--- src/hw/rtl/conv3x3_fifo.sv ---
// ----------------------------------------------------------------------------
// conv3x3_fifo
// Short register queue that decouples the front end from the back end.
// ----------------------------------------------------------------------------
module conv3x3_fifo #(
    parameter int WIDTH = 24,
    parameter int DEPTH = 4
) (
    input  logic             aclk,
    input  logic             aresetn,
    input  logic             wr_valid,
    output logic             wr_ready,
    input  logic [WIDTH-1:0] wr_data,
    output logic             rd_valid,
    input  logic             rd_ready,
    output logic [WIDTH-1:0] rd_data
);

    localparam int PTR_W = (DEPTH > 1) ? $clog2(DEPTH) : 1;
    localparam int CNT_W = $clog2(DEPTH + 1);

    logic [WIDTH-1:0] entry_reg [DEPTH];
    logic [PTR_W-1:0] wr_ptr_reg, wr_ptr_next;
    logic [PTR_W-1:0] rd_ptr_reg, rd_ptr_next;
    logic [CNT_W-1:0] count_reg, count_next;
    logic             wr_fire;
    logic             rd_fire;

    assign wr_ready = (count_reg != CNT_W'(DEPTH));
    assign rd_valid = (count_reg != '0);
    assign rd_data  = entry_reg[rd_ptr_reg];
    assign wr_fire  = wr_valid && wr_ready;
    assign rd_fire  = rd_valid && rd_ready;

    always_comb begin
        wr_ptr_next = wr_ptr_reg;
        rd_ptr_next = rd_ptr_reg;
        count_next  = count_reg;
        if (wr_fire) begin
            wr_ptr_next = (wr_ptr_reg == PTR_W'(DEPTH - 1)) ? '0 : wr_ptr_reg + PTR_W'(1);
        end
        if (rd_fire) begin
            rd_ptr_next = (rd_ptr_reg == PTR_W'(DEPTH - 1)) ? '0 : rd_ptr_reg + PTR_W'(1);
        end
        if (wr_fire && !rd_fire) begin
            count_next = count_reg + CNT_W'(1);
        end else if (rd_fire && !wr_fire) begin
            count_next = count_reg - CNT_W'(1);
        end
    end

    always_ff @(posedge aclk) begin
        if (!aresetn) begin
            wr_ptr_reg <= '0;
            rd_ptr_reg <= '0;
            count_reg  <= '0;
        end else begin
            wr_ptr_reg <= wr_ptr_next;
            rd_ptr_reg <= rd_ptr_next;
            count_reg  <= count_next;
        end
    end

    always_ff @(posedge aclk) begin
        if (wr_fire) begin
            entry_reg[wr_ptr_reg] <= wr_data;
        end
    end

    a_count_bounded: assert property (@(posedge aclk) disable iff (!aresetn)
        count_reg <= CNT_W'(DEPTH))
        else $error("queue count exceeds its depth");

endmodule

--- config.mk ---
export PLATFORM = sky130hd
export DESIGN_NAME = conv3x3_fifo
export DESIGN_NICKNAME = d
export VERILOG_FILES = /design/src/hw/rtl/conv3x3_fifo.sv
export SDC_FILE = /design/constraint.sdc
export NUM_CORES = 1
export LEC_CHECK = 0
export BUFFER_PORTS_ARGS = -buffer_cell sky130_fd_sc_hd__buf_4
export CAP_MARGIN = 0
export CORE_MARGIN = 2
export CORE_UTILIZATION = 40
export DETAILED_ROUTE_END_ITERATION = 8
export GPL_TIMING_DRIVEN = 0
export PLACE_DENSITY = 0.7
export SLEW_MARGIN = 40
export SYNTH_ARGS = -nofsm -noshare
export SYNTH_HDL_FRONTEND = slang
export SYNTH_SLANG_ARGS = --single-unit
--- constraint.sdc ---
create_clock -name aclk -period 2.55 [get_ports aclk]
set_input_delay 0.3825 -clock aclk [delete_from_list [all_inputs] [get_ports aclk]]
set_output_delay 0.3825 -clock aclk [all_outputs]
set_load 0.005 [all_outputs]
==> impl_results.md <==
- Syn nets: ~210
- Worst setup margin: around 0.28 ns
- Total grt overflow: 0
- Drt wl/cell: roughly 17 µm
- Post-synth ARST share: 0%
- Routed wire length: about 6300 µm
- CTS tree: yes
- Post-synth EDFFs: 96
- Rel. slew slack: a little under three fifths
- Mapped cell area: a little under 4000 µm²
- Die height: between 100 and 150 µm
- Reg2reg end: count_reg[2]$_SDFFE_PN0P_
- Die area: ~11000 µm²
- Unrepaired setup endpoints after global routing: false
- Syn Inst Count: ~180
- HP Class: input port to flip-flop
- Root Driver: clkbuf_8
- Seq cells post-synth: 105
- Slew Limit Fails: 0
- Core area: approximately 9700 µm²
- Hold depth: 1
- Tmin final: approximately 2.3 ns
- LEAKAGE: 0.00162 µW
- Initial antenna violation count: 0
- Post-Place Worst Slack: about 0.14 ns
- Residual DRC: 0
- Net Sw Frac: 24.8%
- CTS Hold Bufs: 0
- Vias in the first global route: approximately 1900
- Run status: completed
- Clk slew on worst S/H paths: 0.09 ns
- Worst-path maximum fanout: 7
- Hold_sp: wr_data[21]
- Pre-antenna DRT Iters: 4
- GRT Util Overall: approximately an eighth
- Initial drt markers: 34
- Max_cap viols: 0
- Critical R2R Launch: count_reg[0]$_SDFFE_PN0P_
- Clock buffer depth: 2
- Layout area overhead: 19.7%
- Clk_skew: about 0.0057 ns
- P_int: about 3300 µW
- Hold Path Sink: entry_reg[0][21]$_DFFE_PP_
- End-of-flow core utilization: 48.8%
- Gate power share: about 26%
- Fin crit share: between 80% and 90%
- Synth warn: 0
- Hold Slack: around 0.23 ns
- Routability cong.: around 0.66
- PortBufs: 53
- Final setup violation count: 0
- Max Clk Rate: 440 MHz
- Critical path class: flip-flop to flip-flop
- Slew at the pin closest to its max-slew limit: approximately 0.67 ns
- Die extent in x: ~100 µm
- Sw Pwr: 1080 µW
- Diodes inserted: 0
- R2R setup slack: between 0.2 and 0.3 ns
- Critical Path Sink Type: flip-flop
- Syn Area/Cell: 22.3 µm²
- Hold Fails Final Rpt: 0
- Global-route wire length before repair: 9730 µm
- Sequential cell area fraction in the yosys report: just under 80%
- Via density: ~4.8
- Total CTS buffers: 9
- ANT nets after route: 0
- Max H-tree Level: 3
- Max reg flops: 96
- Via count: between 1500 and 2000
- Clock Power Share: 24.4%
- Share of layout cells above drive strength 1: between 40% and 50%
- I/O pins: 54
- TNS Setup: 0 ns
- Sequential share of power: around 50%
- Row cnt: 36
- Starting Density: 40.8%
- Clock latency at the later pin of the worst-skew pair: 0.35 ns
- FILL cells: 800
- Crit start category: flip-flop
- Primary FF master, synth: edfxtp_1
- PD cells: between 900 and 1000 nW/µm²
- Final nets: approximately 280
- Pin count of the biggest net entering global routing: 25
- Critical Path RT: 2.84 ns
- CTS Sinks: approximately 110
- Post-synth cell types: 28
- Worst VDD drop: between 500 and 600 µV
- Crit path DAT: between 2 and 3 ns
- Reg2Reg Depth: 9
[power groups by stage]
| stage | logic (µW) | clock network (µW) | registers, µW |
|---|---|---|---|
| after CTS | 1130 | 1090 | 2170 |
| final | 1100 | 1060 | 2170 |
| after floorplan | 670 | 0 | 2180 |
| after detailed placement | 1130 | 0 | 2210 |
| after global placement | 1110 | 0 | 2200 |
| after global routing | 1220 | 1160 | 2190 |
[synth_stat cells (2+ instances only)]
master	instances	area share [%]
mux2i_1	2	0.51
inv_1	3	0.29
edfxtp_1	96	73
dfxtp_1	9	4.6
nand3_1	2	0.25
and3_2	4	0.76
buf_2	3	0.38
mux4_2	24	14
o21ai_0	3	0.38
nor2_1	2	0.19
nand2_1	5	0.48
or3_2	2	0.38
ha_1	6	1.9
buf_4	2	0.38
[cells by family (layout without fill, tap and decap cells)]
kind of cell    after synthesis  in the layout  synth area share [%]
compound gates                6              6                 0.887
xor+xnor                      2              2                 0.444
fa+ha+maj                     7              7                  2.41
buf+inv                      11             80                  1.52
flops                       105            105                  77.6
mux                          26             26                  14.2
simple gates                 20             20                  2.98
[layout by cell type (no fill, tap or decap), drive strengths merged, types with 3 or more instances in the layout]
master / synthesis / routed
nand2: 5 / 5
mux4: 24 / 24
clkbuf: 1 / 10
clkinv: 0 / 4
o21ai: 4 / 4
edfxtp: 96 / 96
dfxtp: 9 / 9
ha: 6 / 6
and3: 4 / 4
buf: 7 / 60
inv: 3 / 3
[worst max-delay path: stages, from the launching register on]
cell and delay (ns):
dfxtp_1 0.46, or3b_1 0.16, buf_6 0.11, and2_4 0.16, ha_1 0.18, inv_1 0.06
fa_1 0.37, xor2_1 0.16, or3_2 0.40, a21boi_1 0.14
[metal layers]
metal / global-route usage, % / part of all wire, % / wire length (µm)
met2: 21.3 / 53 / 3350
met4: 4.86 / 0.40 / 25
met3: 3.97 / 3.7 / 233
met1: 16.2 / 43 / 2700
met5: 0 / 0 / 0
[layout make-up]
class	count	area, µm²	share of cell area (%)
flip-flops and latches	105	3060	64.8
multi-input cells	61	831	17.6
repair buffers	53	398	8.42
well taps	133	166	3.52
clock buffers	9	124	2.62
clock inverters	7	85.1	1.80
plain buffers	8	48.8	1.03
inverters	3	11.3	0.238
[worst max-delay path by stage]
stage / from / end / slack (ns)
after global placement: count_reg[0]$_SDFFE_PN0P_ / count_reg[2]$_SDFFE_PN0P_ / 0.19
after global routing: count_reg[1]$_SDFFE_PN0P_ / count_reg[2]$_SDFFE_PN0P_ / 0.09
after floorplan: count_reg[0]$_SDFFE_PN0P_ / count_reg[2]$_SDFFE_PN0P_ / 0.38
final: count_reg[0]$_SDFFE_PN0P_ / count_reg[2]$_SDFFE_PN0P_ / 0.28
after detailed placement: count_reg[0]$_SDFFE_PN0P_ / count_reg[2]$_SDFFE_PN0P_ / 0.14
after CTS: count_reg[1]$_SDFFE_PN0P_ / count_reg[2]$_SDFFE_PN0P_ / 0.12
[what timing repair did]
item                                    in CTS  in global routing
setup buffers                                0                  0
resized for setup                            0                  1
endpoints found under the setup margin       0                  1
[stage by stage]
stage / power (µW) / cells / instance area [µm²]
after floorplan: 2850 / 177 / 3950
after global placement: 3310 / 363 / 4510
after detailed placement: 3340 / 363 / 4510
after CTS: 4390 / 379 / 4720
after global routing: 4570 / 379 / 4730
final: 4330 / 379 / 4730
Power figures use the tool's default switching activity.
