**src/hw/rtl/conv3x3_pkg.sv**
```systemverilog
// ----------------------------------------------------------------------------
// conv3x3_pkg
// Shared constants, types and codes of the 3x3 convolution filter.
// ----------------------------------------------------------------------------
package conv3x3_pkg;

    localparam int MAX_WIDTH_DEF  = 512;
    localparam int FIFO_DEPTH_DEF = 4;
    localparam int MAX_HEIGHT     = 4096;

    localparam int PIX_W       = 8;
    localparam int WIDTH_W     = 10;
    localparam int HEIGHT_W    = 13;
    localparam int COUNT_W     = 22;
    localparam int FRAME_W     = WIDTH_W + HEIGHT_W;
    localparam int CFG_INDEX_W = 2;
    localparam int CFG_DATA_W  = 13;
    localparam int SUM_W       = 12;

    localparam logic [PIX_W-1:0]    PAD_PIXEL      = 8'd127;
    localparam int                  DEFAULT_WIDTH  = 256;
    localparam logic [HEIGHT_W-1:0] DEFAULT_HEIGHT = 13'd256;

    // floor(x / 9) == (x * 7282) >> 16 for every x below 32768.
    localparam int               RECIP_W    = 13;
    localparam logic [RECIP_W-1:0] DIV9_RECIP = 13'd7282;
    localparam int               DIV9_SHIFT = 16;

    localparam logic ACTION_PUSH  = 1'b0;
    localparam logic ACTION_FLUSH = 1'b1;

    localparam logic [CFG_INDEX_W-1:0] CFG_IDX_KERNEL_MODE  = 2'd0;
    localparam logic [CFG_INDEX_W-1:0] CFG_IDX_IMAGE_WIDTH  = 2'd1;
    localparam logic [CFG_INDEX_W-1:0] CFG_IDX_IMAGE_HEIGHT = 2'd2;

    typedef enum logic [1:0] {
        KERNEL_EMBOSS,
        KERNEL_BLUR,
        KERNEL_SMOOTH,
        KERNEL_SHARPEN
    } kernel_mode_t;

    // Classification of one step, made by the front end for the back end.
    typedef struct packed {
        logic col_first;
        logic row_ge1;
        logic row_ge2;
        logic emit;
        logic last;
    } op_ctrl_t;

endpackage

```
**src/hw/rtl/conv3x3_front.sv**
```systemverilog
// ----------------------------------------------------------------------------
// conv3x3_front
// Configuration registers, raster position tracking and request classification.
// ----------------------------------------------------------------------------
module conv3x3_front #(
    parameter int MAX_WIDTH = conv3x3_pkg::MAX_WIDTH_DEF
) (
    input  logic                                  aclk,
    input  logic                                  aresetn,
    input  logic                                  s_valid,
    output logic                                  s_ready,
    input  logic                                  s_action,
    input  logic [conv3x3_pkg::PIX_W-1:0]         s_pixel_in,
    input  logic                                  cfg_valid,
    output logic                                  cfg_ready,
    input  logic [conv3x3_pkg::CFG_INDEX_W-1:0]   cfg_index,
    input  logic [conv3x3_pkg::CFG_DATA_W-1:0]    cfg_data,
    output conv3x3_pkg::kernel_mode_t             kernel_mode,
    output logic                                  op_valid,
    input  logic                                  op_ready,
    output conv3x3_pkg::op_ctrl_t                 op_ctrl,
    output logic [$clog2(MAX_WIDTH)-1:0]          op_column,
    output logic [conv3x3_pkg::PIX_W-1:0]         op_pixel
);

    import conv3x3_pkg::*;

    localparam int COL_W = $clog2(MAX_WIDTH);
    localparam logic [WIDTH_W-1:0] RESET_WIDTH =
        (DEFAULT_WIDTH > MAX_WIDTH) ? WIDTH_W'(MAX_WIDTH) : WIDTH_W'(DEFAULT_WIDTH);

    kernel_mode_t          kernel_mode_reg;
    logic [WIDTH_W-1:0]    width_reg;
    logic [HEIGHT_W-1:0]   height_reg;
    logic [COL_W-1:0]      col_reg, col_next;
    logic [HEIGHT_W-1:0]   row_reg, row_next;
    logic [COUNT_W-1:0]    count_reg, count_next;

    logic [WIDTH_W-1:0]    cfg_width;
    logic [HEIGHT_W-1:0]   cfg_height;
    logic                  restart;
    logic [FRAME_W-1:0]    frame_size;
    logic [FRAME_W-1:0]    count_inc;
    logic                  frame_done;
    logic                  all_in;
    logic                  item_fire;
    logic                  do_step;
    logic                  col_wrap;
    op_ctrl_t              ctrl;

    // ---------------- configuration ----------------
    assign cfg_ready = 1'b1;

    always_comb begin
        cfg_width = cfg_data[WIDTH_W-1:0];
        if (cfg_width == '0) begin
            cfg_width = WIDTH_W'(1);
        end else if (int'(cfg_width) > MAX_WIDTH) begin
            cfg_width = WIDTH_W'(MAX_WIDTH);
        end
        cfg_height = cfg_data[HEIGHT_W-1:0];
        if (cfg_height == '0) begin
            cfg_height = HEIGHT_W'(1);
        end else if (cfg_height > HEIGHT_W'(MAX_HEIGHT)) begin
            cfg_height = HEIGHT_W'(MAX_HEIGHT);
        end
    end

    assign restart = cfg_valid &&
        ((cfg_index == CFG_IDX_IMAGE_WIDTH) || (cfg_index == CFG_IDX_IMAGE_HEIGHT));

    always_ff @(posedge aclk) begin
        if (!aresetn) begin
            kernel_mode_reg <= KERNEL_EMBOSS;
            width_reg       <= RESET_WIDTH;
            height_reg      <= DEFAULT_HEIGHT;
        end else if (cfg_valid) begin
            case (cfg_index)
                CFG_IDX_KERNEL_MODE:  kernel_mode_reg <= kernel_mode_t'(cfg_data[1:0]);
                CFG_IDX_IMAGE_WIDTH:  width_reg       <= cfg_width;
                CFG_IDX_IMAGE_HEIGHT: height_reg      <= cfg_height;
                default: ;
            endcase
        end
    end

    assign kernel_mode = kernel_mode_reg;

    // ---------------- classification ----------------
    assign frame_size = width_reg * height_reg;
    assign count_inc  = FRAME_W'(count_reg) + FRAME_W'(1);
    assign frame_done = FRAME_W'(count_reg) >= frame_size;
    assign all_in     = row_reg >= height_reg;
    assign item_fire  = s_valid && s_ready;

    // A push is dropped once all rows of the frame are in; a flush only counts then.
    assign do_step = item_fire &&
        ((s_action == ACTION_PUSH) ? !all_in : (all_in && !frame_done));

    assign col_wrap = (int'(col_reg) + 1) >= int'(width_reg);

    always_comb begin
        ctrl.col_first = (col_reg == '0);
        ctrl.row_ge1   = (row_reg != '0);
        ctrl.row_ge2   = (row_reg >= HEIGHT_W'(2));
        ctrl.emit      = ctrl.col_first ? ctrl.row_ge2 : ctrl.row_ge1;
        ctrl.last      = ctrl.emit && (count_inc >= frame_size);
    end

    always_comb begin
        col_next   = col_reg;
        row_next   = row_reg;
        count_next = count_reg;
        if (do_step) begin
            if (col_wrap) begin
                col_next = '0;
                row_next = row_reg + HEIGHT_W'(1);
            end else begin
                col_next = col_reg + COL_W'(1);
            end
            if (ctrl.emit) begin
                count_next = count_inc[COUNT_W-1:0];
            end
            if (ctrl.last) begin
                col_next   = '0;
                row_next   = '0;
                count_next = '0;
            end
        end
        if (restart) begin
            col_next   = '0;
            row_next   = '0;
            count_next = '0;
        end
    end

    always_ff @(posedge aclk) begin
        if (!aresetn) begin
            col_reg   <= '0;
            row_reg   <= '0;
            count_reg <= '0;
        end else begin
            col_reg   <= col_next;
            row_reg   <= row_next;
            count_reg <= count_next;
        end
    end

    assign s_ready   = op_ready;
    assign op_valid  = do_step;
    assign op_ctrl   = ctrl;
    assign op_column = col_reg;
    assign op_pixel  = (s_action == ACTION_FLUSH) ? PAD_PIXEL : s_pixel_in;

    a_col_in_row: assert property (@(posedge aclk) disable iff (!aresetn)
        int'(col_reg) < int'(width_reg))
        else $error("column position beyond the image width");

    a_count_in_frame: assert property (@(posedge aclk) disable iff (!aresetn)
        FRAME_W'(count_reg) < frame_size)
        else $error("result count passed the frame size without a restart");

endmodule

```
**config.mk**
```make
export PLATFORM = sky130hd
export DESIGN_NAME = conv3x3_front
export DESIGN_NICKNAME = d
export VERILOG_FILES = /design/src/hw/rtl/conv3x3_pkg.sv /design/src/hw/rtl/conv3x3_front.sv
export SDC_FILE = /design/constraint.sdc
export NUM_CORES = 1
export LEC_CHECK = 0
export ABC_AREA = 0
export BUFFER_PORTS_ARGS = -buffer_cell sky130_fd_sc_hd__buf_2
export CORE_UTILIZATION = 59
export CTS_CLUSTER_SIZE = 25
export DETAILED_ROUTE_END_ITERATION = 12
export HOLD_SLACK_MARGIN = 0.02
export PLACE_DENSITY = 0.78
export SLEW_MARGIN = 20
export SYNTH_ARGS = -nofsm -noshare
export SYNTH_HDL_FRONTEND = slang
export SYNTH_SLANG_ARGS = --single-unit
```
**constraint.sdc**
```tcl
create_clock -name aclk -period 13.4 [get_ports aclk]
set_input_delay 0.67 -clock aclk [delete_from_list [all_inputs] [get_ports aclk]]
set_output_delay 0.67 -clock aclk [all_outputs]
set_load 0.05 [all_outputs]
```
==> results by group, run 1 <==
CTS
  • Hold buffer count at cts: 0
  • Worst-path clk slew: 0.06 ns
  • Root buffer cell: clkbuf_16
  • Worst skew pair latency: 0.36 ns
  • Postcts setup bufs: 0
  • CTS resizes: 0
  • TritonCTS Buffers: 9
  • Num Clock Sinks: 69
  • TritonCTS clock tree: built
  • Htree depth: 3
  • Clock Path Buffers: 2

Global route
  • Pin count of the biggest net entering global routing: between 40 and 50
  • Vias in the first global route: 7688
  • Initial antenna violation count: 0
  • Gr usage total: 0.3083
  • Grt ovf: 0
  • First-pass GRT wire length: 38860 um

Floorplan
  • Die area: between 15000 and 20000 um^2
  • Die Span Y: roughly 130 um
  • # rows: 45
  • I/O pins: 56
  • Core Area: 15150 um^2
  • Die width: 126.5 um
  • Initial core utilization: 0.6041

Drt
  • Met3 WL: between 1500 and 2000 um
  • Met1 WL: 10420 um
  • Top Metal Used: met4
  • Final ANT Viol Nets: 0
  • Vias per Instance: 6.024
  • DRT iter0 DRCs: 663
  • First drt pass iteration count: 5
  • Met2 WL: 10620 um
  • Post-Route WL: 23240 um
  • Via Count: 7994
  • DRC: 0
  • DR WL/cell: approximately 18 um

STA
  • Worst Tran Pin Value: roughly 0.74 ns
  • RSZ-0062 raised after global routing: false
  • Max_slew headroom: 0.4949
  • Slew Limit Fails: 0
  • Final setup fails: 0
  • Final hold violations: 0
  • Skew final: 0.008813 ns
  • Period Utilization, post-route: 0.6461
  • Fin Setup TNS: 0 ns
  • F_max: 115.5 MHz
  • Min Tclk post-route: slightly below 9 ns

Synth
  • Top FF cell, synth: dfxtp_1
  • Netlist cell types: 69
  • #FFs+latches synth: 69
  • Mux contribution to synthesized area: 0.002188
  • Seq/Total Area, Yosys: 0.1510
  • Compound-Gate Fraction of Synth Area: 0.1443
  • Simple-Gate Fraction of Synth Area: 0.2238
  • Synth Instances: about 1100
  • Xor and xnor area share after synthesis: 0.04403
  • Top cell type's share of synthesized area: 0.1882
  • Most frequent cells after synthesis: 133 x ha_1, 114 x nand2_1, 99 x inv_1
  • Synth area leaders: fa_1 19%, ha_1 18%, dfxtp_1 15%, nand2_1 4.7%, a21oi_1 4.5%
  • Warnings, synthesis: 0
  • Post-Synth Adder-Cell Area: 0.3711
  • Net count after synthesis: 1351
  • Post-synth EDFFs: 0
  • Largest family of logic cells by synthesized area: adder cells
  • Syn Area/Cell: 8.296 um^2
  • Most numerous cell in the Yosys netlist: ha_1
  • Synthesized cell area: 9150 um^2
  • Area leader, netlist: fa_1
  • Async set or reset register ratio after synthesis: 0

Finish
  • Layout area overhead: 7.822%
  • Area of the multi-input gates: 7196 um^2
  • Max reg flops: 22
  • Diode count: 0
  • Share of layout cells above drive strength 1: 0.08692
  • Layout Cells excl Fill: 1327
  • Final net count: 1382
  • Design area: ~10000 um^2
  • FF+latch area: 1381 um^2
  • Final core utilization: 0.6514
  • Fillers: 1273

Critical path
  • Crit-path slowest cell: fa_1
  • Setup slack of the most critical reg-to-reg path: 4.95 ns
  • Critical path class: reg2out
  • Arr. time, crit path: 7.99 ns
  • Nature of the critical path startpoint: register
  • Crit. End Element: output port
  • Worst Path Required: around 13 ns
  • Crit-path most repeated cell: fa_1
  • CP bufs+invs: 4
  • Crit path max-delay family: adder cells
  • Worst path max stage delay: approximately 0.56 ns
  • Crit Path Max Fanout: 27

Min path
  • Hold Path Class: reg2reg

Placement
  • Final GP Congestion: just over 1
  • HPWL Detailed: about 18000 um
  • Area after DPL: 9525 um^2
  • I/O Buffers: 54
  • Placed cells: 1311

Power
  • Pleak: 4.775 nW
  • Power Dens Cells: 58.40 nW/um^2
  • Max VDD drop: 0.00007533 V

Run
  • Max-Cap Viols: 0

Status
  • Outcome: finished, final reports clean
## power by group
group | total [W] | switching [W] | internal [W] | leakage, nW
Clock | 0.000281 | 0.0000991 | 0.000182 | 0.163
Sequential | 0.000213 | 0.00000535 | 0.000207 | 0.557
Combinational | 0.0000825 | 0.0000545 | 0.0000280 | 4.06
Total | 0.000576 | 0.000159 | 0.000417 | 4.78
## through the flow
stage	setup WS [ns]	power, W	hold WS [ns]
floorplan	6.011	0.0002730	0.4531
global placement	4.904	0.0002969	0.4507
detailed placement	5.102	0.0002984	0.4558
CTS	4.823	0.0005798	0.4644
global route	4.396	0.0005955	0.5005
finish	4.742	0.0005761	0.4626
## layout by cell type (no fill, tap or decap), drive strengths merged, types with 10 or more instances in the layout
cell      n
ha      133
nor3     22
fa       86
nand3    39
inv     103
nand3b   16
a21oi    83
and3     18
buf      58
xnor2    23
o21ai    50
nand4    13
nor2b    22
a22oi    12
nand2   115
and2     22
clkbuf   10
xor2     23
dfxtp    69
nor2     96
## final timing paths
| check | startpoint | end | cells past startpoint |
|---|---|---|---|
| hold / removal | kernel_mode[1]$_SDFFE_PN0P_ | kernel_mode[1]$_SDFFE_PN0P_ | 2 |
| setup reg to reg | height_reg[1]$_SDFFE_PN0P_ | count_reg[0]$_SDFFE_PP0P_ | 26 |
| hold reg to reg | kernel_mode[1]$_SDFFE_PN0P_ | kernel_mode[1]$_SDFFE_PN0P_ | 2 |
| setup / recovery | height_reg[1]$_SDFFE_PN0P_ | op_valid | 25 |
## worst register-to-register path, cell delays in order (launching register included)
cell and delay, ns:
dfxtp_1 0.47, clkinv_1 0.39, nor2_1 0.26, fa_1 0.45
fa_1 0.52, fa_1 0.56, fa_1 0.53, fa_1 0.50
ha_1 0.37, o21ai_1 0.18, nor2_1 0.07, nor2_1 0.20
o21ai_0 0.19, a21o_1 0.22, a21oi_1 0.17, xor2_1 0.31
ha_1 0.32, and4_1 0.21, a221oi_1 0.24, o21ai_0 0.13
a211o_1 0.32, o311ai_1 0.28, a31oi_2 0.13, buf_4 0.24
nand2b_1 0.46, nor2_2 0.47, a31o_2 0.21
## final cells by class
type / instances / area share
clock buffers: 10 / 0.02321
clock inverters: 6 / 0.01129
inverters: 110 / 0.04185
multi-input cells: 886 / 0.7294
flip-flops and latches: 69 / 0.1400
well taps: 188 / 0.02384
repair buffers: 58 / 0.03044
## layer usage
metal / vias to the layer above / global-route usage
met5: - / 0
met4: 0 / 0.1013
met3: 39 / 0.07043
met2: 310 / 0.4930
met1: 3792 / 0.4126
li1: 3853 / -
## cells by family (layout without fill, tap and decap cells)
kind of cell / Yosys count / in the layout
flops: 69 / 69
simple gates: 410 / 410
other cells: 1 / 1
buf+inv: 148 / 184
mux: 2 / 2
fa+ha+maj: 220 / 220
xor+xnor: 46 / 46
compound gates: 207 / 207
(Power assumes the default switching activity.)
==> run 2: changes to the inputs <==
- clock period: 13.4 -> 8.95 ns (I/O delays scaled with it)
==> run 2 against run 1 <==
Die area stayed put; clock skew is 0.0061 ns higher; global-route usage is 0.58 points lower; design area is 0.19% lower.
==> results by group, run 2 (same netlist as run 1, synthesis figures left out) <==
STA
  • Worst Tran Pin Value: 0.7374 ns (-0.001213 ns)
  • Final hold violations: 0 (unchanged)
  • Skew final: 0.01491 ns (+0.006098 ns)
  • Min Tclk post-route: 8.407 ns
  • Max_slew headroom: 0.5030 (+0.008167)
  • Worst hold margin: 0.3673 ns (-0.09528 ns)
  • Slew Limit Fails: 0 (unchanged)
  • Period Utilization, post-route: 0.9393
  • F_max: 119.0 MHz
  • RSZ-0062 raised after global routing: false
  • Fin Setup TNS: 0 ns (unchanged)
  • Final setup fails: 0 (unchanged)

CTS
  • Clock Path Buffers: 2 (unchanged)
  • TritonCTS clock tree: built
  • Num Clock Sinks: 69 (unchanged)
  • Htree depth: 3 (unchanged)
  • TritonCTS Buffers: 9 (unchanged)
  • Worst skew pair latency: 0.36 ns (about the same)
  • Hold buffer count at cts: 0 (unchanged)
  • Worst-path clk slew: 0.07 ns (about the same)
  • Root buffer cell: clkbuf_16

Drt
  • DRT iter0 DRCs: 681 (+2.7%)
  • Via Count: 8062 (+0.85%)
  • Post-Route WL: 23070 um (-0.72%)
  • Final ANT Viol Nets: 0 (unchanged)
  • DR WL/cell: 17.35 um (-0.95%)
  • First drt pass iteration count: 5 (unchanged)
  • Vias per Instance: 6.062 (+0.62%)
  • DRC: 0 (unchanged)

Critical path
  • Setup slack of the most critical reg-to-reg path: 0.96 ns (-3.99 ns)
  • Critical path class: reg2out
  • Crit-path most repeated cell: fa_1
  • Nature of the critical path startpoint: register
  • Crit-path slowest cell: fa_1
  • Worst Path Required: 8.50 ns (-4.23 ns)
  • Arr. time, crit path: 7.96 ns (-0.03 ns)
  • Crit Path Max Fanout: 15 (-44%)
  • Crit. End Element: output port
  • Worst path max stage delay: 0.57 ns (about the same)

Status
  • Outcome: finished, final reports clean

Finish
  • Diode count: 0 (unchanged)
  • Layout area overhead: 7.617%
  • Most common cell after layout, fill and taps aside: ha_1
  • Final net count: 1385 (+0.22%)
  • Share of layout cells above drive strength 1: 0.09282 (+0.005901)
  • Layout Cells excl Fill: 1330 (+0.23%)
  • Max reg flops: 22 (unchanged)
  • Final core utilization: 0.6501 (-0.001239)
  • Commonest non-fill, non-tap cells in the layout: 133 x ha_1, 114 x nand2_1, 99 x inv_1

Global route
  • Pin count of the biggest net entering global routing: 45 (unchanged)
  • Gr usage total: 0.3025 (-0.005813)
  • First-pass GRT wire length: 38100 um (-2.0%)
  • Grt ovf: 0 (unchanged)
  • Vias in the first global route: 7558 (-1.7%)
  • Initial antenna violation count: 0 (unchanged)

Placement
  • Final GP Congestion: 1.035 (+1.8%)
  • I/O Buffers: 54 (unchanged)
  • HPWL Detailed: 18230 um (-0.12%)
  • Placed cells: 1314 (+0.23%)

Floorplan
  • Core Area: 15150 um^2 (unchanged)
  • # rows: 45 (unchanged)
  • I/O pins: 56 (unchanged)
  • Die area: 16010 um^2 (unchanged)
  • Die Span Y: 126.5 um (unchanged)
  • Initial core utilization: 0.6041 (unchanged)
  • Die width: 126.5 um (unchanged)

Power
  • Pleak: 4.757 nW (-0.37%)
  • Max VDD drop: 0.00008599 V (+14%)
  • Power Dens Cells: 80.55 nW/um^2 (+38%)

Min path
  • Hold Path Class: in2reg

Run
  • Max-Cap Viols: 0 (unchanged)
-- run 2: changes by cell type in the layout (fill, tap and decap cells not counted), sizes merged --
cell / delta
buf: +3
clkinvlp: +5
inv: +3
bufinv: -3
clkbuf: -1
clkinv: -4
-- run 2: metrics by stage --
step | setup slack [ns] | area [um^2] | power, W
2_1_floorplan | 1.757 | 9150 | 0.0004088
3_3_place_gp | 0.9823 | 9543 | 0.0004452
3_5_place_dp | 0.8579 | 9543 | 0.0004470
4_1_cts | 0.4450 | 9826 | 0.0007970
5_1_grt | 0.03343 | 9847 | 0.0008225
6_report | 0.5434 | 9847 | 0.0007931
-- run 2: timing repair --
item | CTS | global route
resized for setup | 0 | 5
setup endpoints to repair | 0 | 1
buffers inserted | 0 | 0
-- run 2: where the power goes --
group	internal [W]	switching (W)	total, W	leakage, nW
registers	0.000310	0.00000813	0.000318	0.557
clock network	0.000191	0.000159	0.000350	0.129
logic	0.0000423	0.0000822	0.000125	4.07
-- run 2: cell type report --
type                            instances  area, um^2
Timing Repair Buffer                   61       322.8
Multi-Input combinational cell        886        7199
Tap cell                              188       235.2
Sequential cell                        69        1383
Inverter                              110       424.2
Fill cell                            1305        5299
Clock inverter                          7       57.56
Clock buffer                            9       225.2
-- run 2: metal layers --
metal	vias to the layer above	global-route usage	routed length [um]
met2	308	0.4768	10410
met5	-	0	0
met3	44	0.04682	1645
met1	3865	0.4230	10490
li1	3845	-	-
met4	0	0.1042	529
-- run 2: worst max-delay path, delay by kind of cell, from the launching register on --
| kind | cells | cell delay (ns) |
|---|---|---|
| fa+ha+maj | 7 | 3.24 |
| compound gates | 9 | 2.06 |
| buf+inv | 4 | 0.91 |
| simple gates | 4 | 0.67 |
| flops | 1 | 0.51 |
| xor+xnor | 1 | 0.24 |
-- run 2: worst paths after layout --
kind / start / to / cells past startpoint
min: cfg_data[8] / height_reg[8]$_SDFFE_PN1P_ / 3
max reg2reg: height_reg[1]$_SDFFE_PN0P_ / op_column[7]$_SDFFE_PP0P_ / 26
min reg2reg: kernel_mode[1]$_SDFFE_PN0P_ / kernel_mode[1]$_SDFFE_PN0P_ / 2
max: height_reg[1]$_SDFFE_PN0P_ / op_valid / 25
==> run 3: changes to the inputs <==
- GPL_TIMING_DRIVEN: default -> 0
==> run 3 against run 2 <==
Sequential power down 1%; total power up 3.7%; via count up 0.89%; critical path depth down 1; first-iteration DRC count down 8.5%; die area unchanged; count of clock-buffer cells in the layout unchanged; hold slack worse by 0.014 ns; non-clock buffer count up 29; fmax down 0.96%; clock power up 7.4%; register-to-register slack worse by 0.34 ns.
==> results by group, run 3 (same netlist as run 1, synthesis figures left out) <==
Status
  • Outcome: finished, final reports clean

Global route
  • Initial antenna violation count: 0 (unchanged)
  • Grt ovf: 0 (unchanged)
  • First-pass GRT wire length: 39780 um (+4.4%)
  • Pin count of the biggest net entering global routing: 15 (-67%)
  • Gr usage total: 0.3167 (+0.01429)
  • Vias in the first global route: 8023 (+6.2%)

STA
  • Min Tclk post-route: 8.488 ns (+0.08134 ns)
  • F_max: 117.8 MHz (-0.96%)
  • Slew Limit Fails: 0 (unchanged)
  • Max_slew headroom: 0.5074 (+0.004333)
  • Period Utilization, post-route: 0.9484 (+0.009089)
  • Skew final: 0.01230 ns (-0.002612 ns)
  • Final setup fails: 0 (unchanged)
  • Final hold violations: 0 (unchanged)
  • Fin Setup TNS: 0 ns (unchanged)
  • Worst Tran Pin Value: 0.7390 ns (+0.001563 ns)
  • RSZ-0062 raised after global routing: false

CTS
  • Root buffer cell: clkbuf_16
  • Clock Path Buffers: 2 (unchanged)
  • Postcts setup bufs: 0 (unchanged)
  • Worst-path clk slew: 0.07 ns (about the same)
  • TritonCTS Buffers: 9 (unchanged)
  • Worst skew pair latency: 0.35 ns (about the same)
  • Num Clock Sinks: 69 (unchanged)
  • TritonCTS clock tree: built
  • Htree depth: 3 (unchanged)

Critical path
  • Crit path from: height_reg[1]$_SDFFE_PN0P_
  • Worst path cell trace: clkinv_1, nor2_1, fa_1, fa_1, fa_1, fa_1, fa_1, ha_1, o21ai_1, nor2_1, nor2_1, o21ai_0, a21o_1, a21oi_1, xor2_1, ha_1, and4_1, a221oi_1, o21ai_0, a211o_1, o311ai_1, a31oi_2, inv_1, buf_2
  • Worst reg2reg path startpoint: height_reg[1]$_SDFFE_PN0P_
  • Worst Path Required: 8.50 ns (about the same)
  • Worst path max stage delay: 0.55 ns (-0.02 ns)
  • Crit-path most repeated cell: fa_1
  • Crit-path slowest cell: fa_1
  • Nature of the critical path startpoint: register
  • Arr. time, crit path: 8.04 ns (+0.08 ns)
  • Crit. End Element: output port
  • Crit Path Max Fanout: 9 (-6)
  • Critical path class: reg2out

Floorplan
  • Initial core utilization: 0.6041 (unchanged)
  • Core Area: 15150 um^2 (unchanged)
  • Die area: 16010 um^2 (unchanged)
  • # rows: 45 (unchanged)
  • Die Span Y: 126.5 um (unchanged)
  • Die width: 126.5 um (unchanged)
  • I/O pins: 56 (unchanged)

Drt
  • Post-Route WL: 23430 um (+1.6%)
  • Via Count: 8134 (+0.89%)
  • DRC: 0 (unchanged)
  • Vias per Instance: 5.985 (-1.3%)
  • Final ANT Viol Nets: 0 (unchanged)
  • First drt pass iteration count: 5 (unchanged)
  • DRT iter0 DRCs: 623 (-8.5%)
  • DR WL/cell: 17.24 um (-0.60%)

Run
  • Max-Cap Viols: 0 (unchanged)

Finish
  • Layout Cells excl Fill: 1359 (+2.2%)
  • Final net count: 1414 (+2.1%)
  • Commonest non-fill, non-tap cells in the layout: 133 x ha_1, 114 x nand2_1, 99 x inv_1
  • Most common cell after layout, fill and taps aside: ha_1
  • Max reg flops: 22 (unchanged)
  • Layout area overhead: 8.779%
  • Final core utilization: 0.6572 (+0.007021)
  • Share of layout cells above drive strength 1: 0.08881 (-0.004007)
  • Diode count: 0 (unchanged)
  • Fillers: 1310 (+0.38%)

Placement
  • HPWL Detailed: 18900 um (+3.7%)
  • Placed cells: 1343 (+2.2%)
  • I/O Buffers: 52 (-3.7%)
  • Final GP Congestion: 0.9684 (-6.4%)

Power
  • Final Total Pwr: 0.0008229 W (+3.7%)
  • Power Dens Cells: 82.67 nW/um^2 (+2.6%)
  • Max VDD drop: 0.00008959 V (+4.2%)
  • Pleak: 4.816 nW (+1.2%)

Min path
  • Hold Path Class: in2reg
  • Hold_sp: cfg_data[8]
-- run 3: cell types whose count changed in the layout (fill, tap and decap cells not counted), sizes merged --
cell      previous run  this run
clkbuf               9        38
inv                106       108
bufinv               0         1
clkinvlp             6         1
clkinv               5         7
-- run 3: routing by layer --
layer / share of wire / global-route usage / vias to the layer above
met2: 0.46 / 0.5171 / 314
met4: 0.028 / 0.1233 / 0
met3: 0.074 / 0.05905 / 54
met5: 0 / 0 / -
met1: 0.44 / 0.4166 / 3859
li1: - / - / 3907
-- run 3: report_power, final --
group	total, W	internal [W]	switching, W
sequential	0.000314	0.000310	0.00000429
clock	0.000376	0.000220	0.000156
combinational	0.000133	0.0000432	0.0000894
total	0.000823	0.000573	0.000250
-- run 3: cell type report --
cell class,count,area [um^2],share of cell area
multi-input cells,886,7191,0.7224
flip-flops and latches,69,1381,0.1388
inverters,110,412.9,0.04148
repair buffers,52,260.3,0.02615
well taps,188,235.2,0.02363
clock buffers,9,225.2,0.02263
plain buffers,38,166.4,0.01672
clock inverters,7,81.33,0.008171
-- run 3: final timing paths --
path / slack (ns) / to / cells after the start
setup / recovery: 0.46 / op_valid / 24
hold / removal: 0.35 / height_reg[8]$_SDFFE_PN1P_ / 3
setup reg to reg: 0.62 / count_reg[13]$_SDFFE_PP0P_ / 26
hold reg to reg: 0.46 / kernel_mode[0]$_SDFFE_PN0P_ / 2
-- run 3: what timing repair did --
item | 4_1_cts | 5_1_grt
setup endpoints to repair | 0 | 5
resized for setup | 0 | 4
hold buffers | 0 | 0
hold endpoints to repair | 0 | 0
-- run 3: through the flow --
step	setup slack, ns	cell area [um^2]	hold slack (ns)
2_1_floorplan	1.757	9150	0.4531
3_3_place_gp	0.6511	9646	0.4517
3_5_place_dp	0.6025	9646	0.4535
4_1_cts	0.3408	9952	0.3366
5_1_grt	0.1201	9953	0.3906
6_report	0.4620	9953	0.3536
-- run 3: worst max-delay path, delay by kind of cell, from the launching register on --
kind | cells | cell delay, ns
DFF | 1 | 0.44
xor gates and xnor gates | 1 | 0.24
AOI/OAI and AO/OA | 9 | 2.14
adders and majority gates | 7 | 3.26
and+or+nand+nor | 4 | 0.76
buffers and inverters | 3 | 0.83
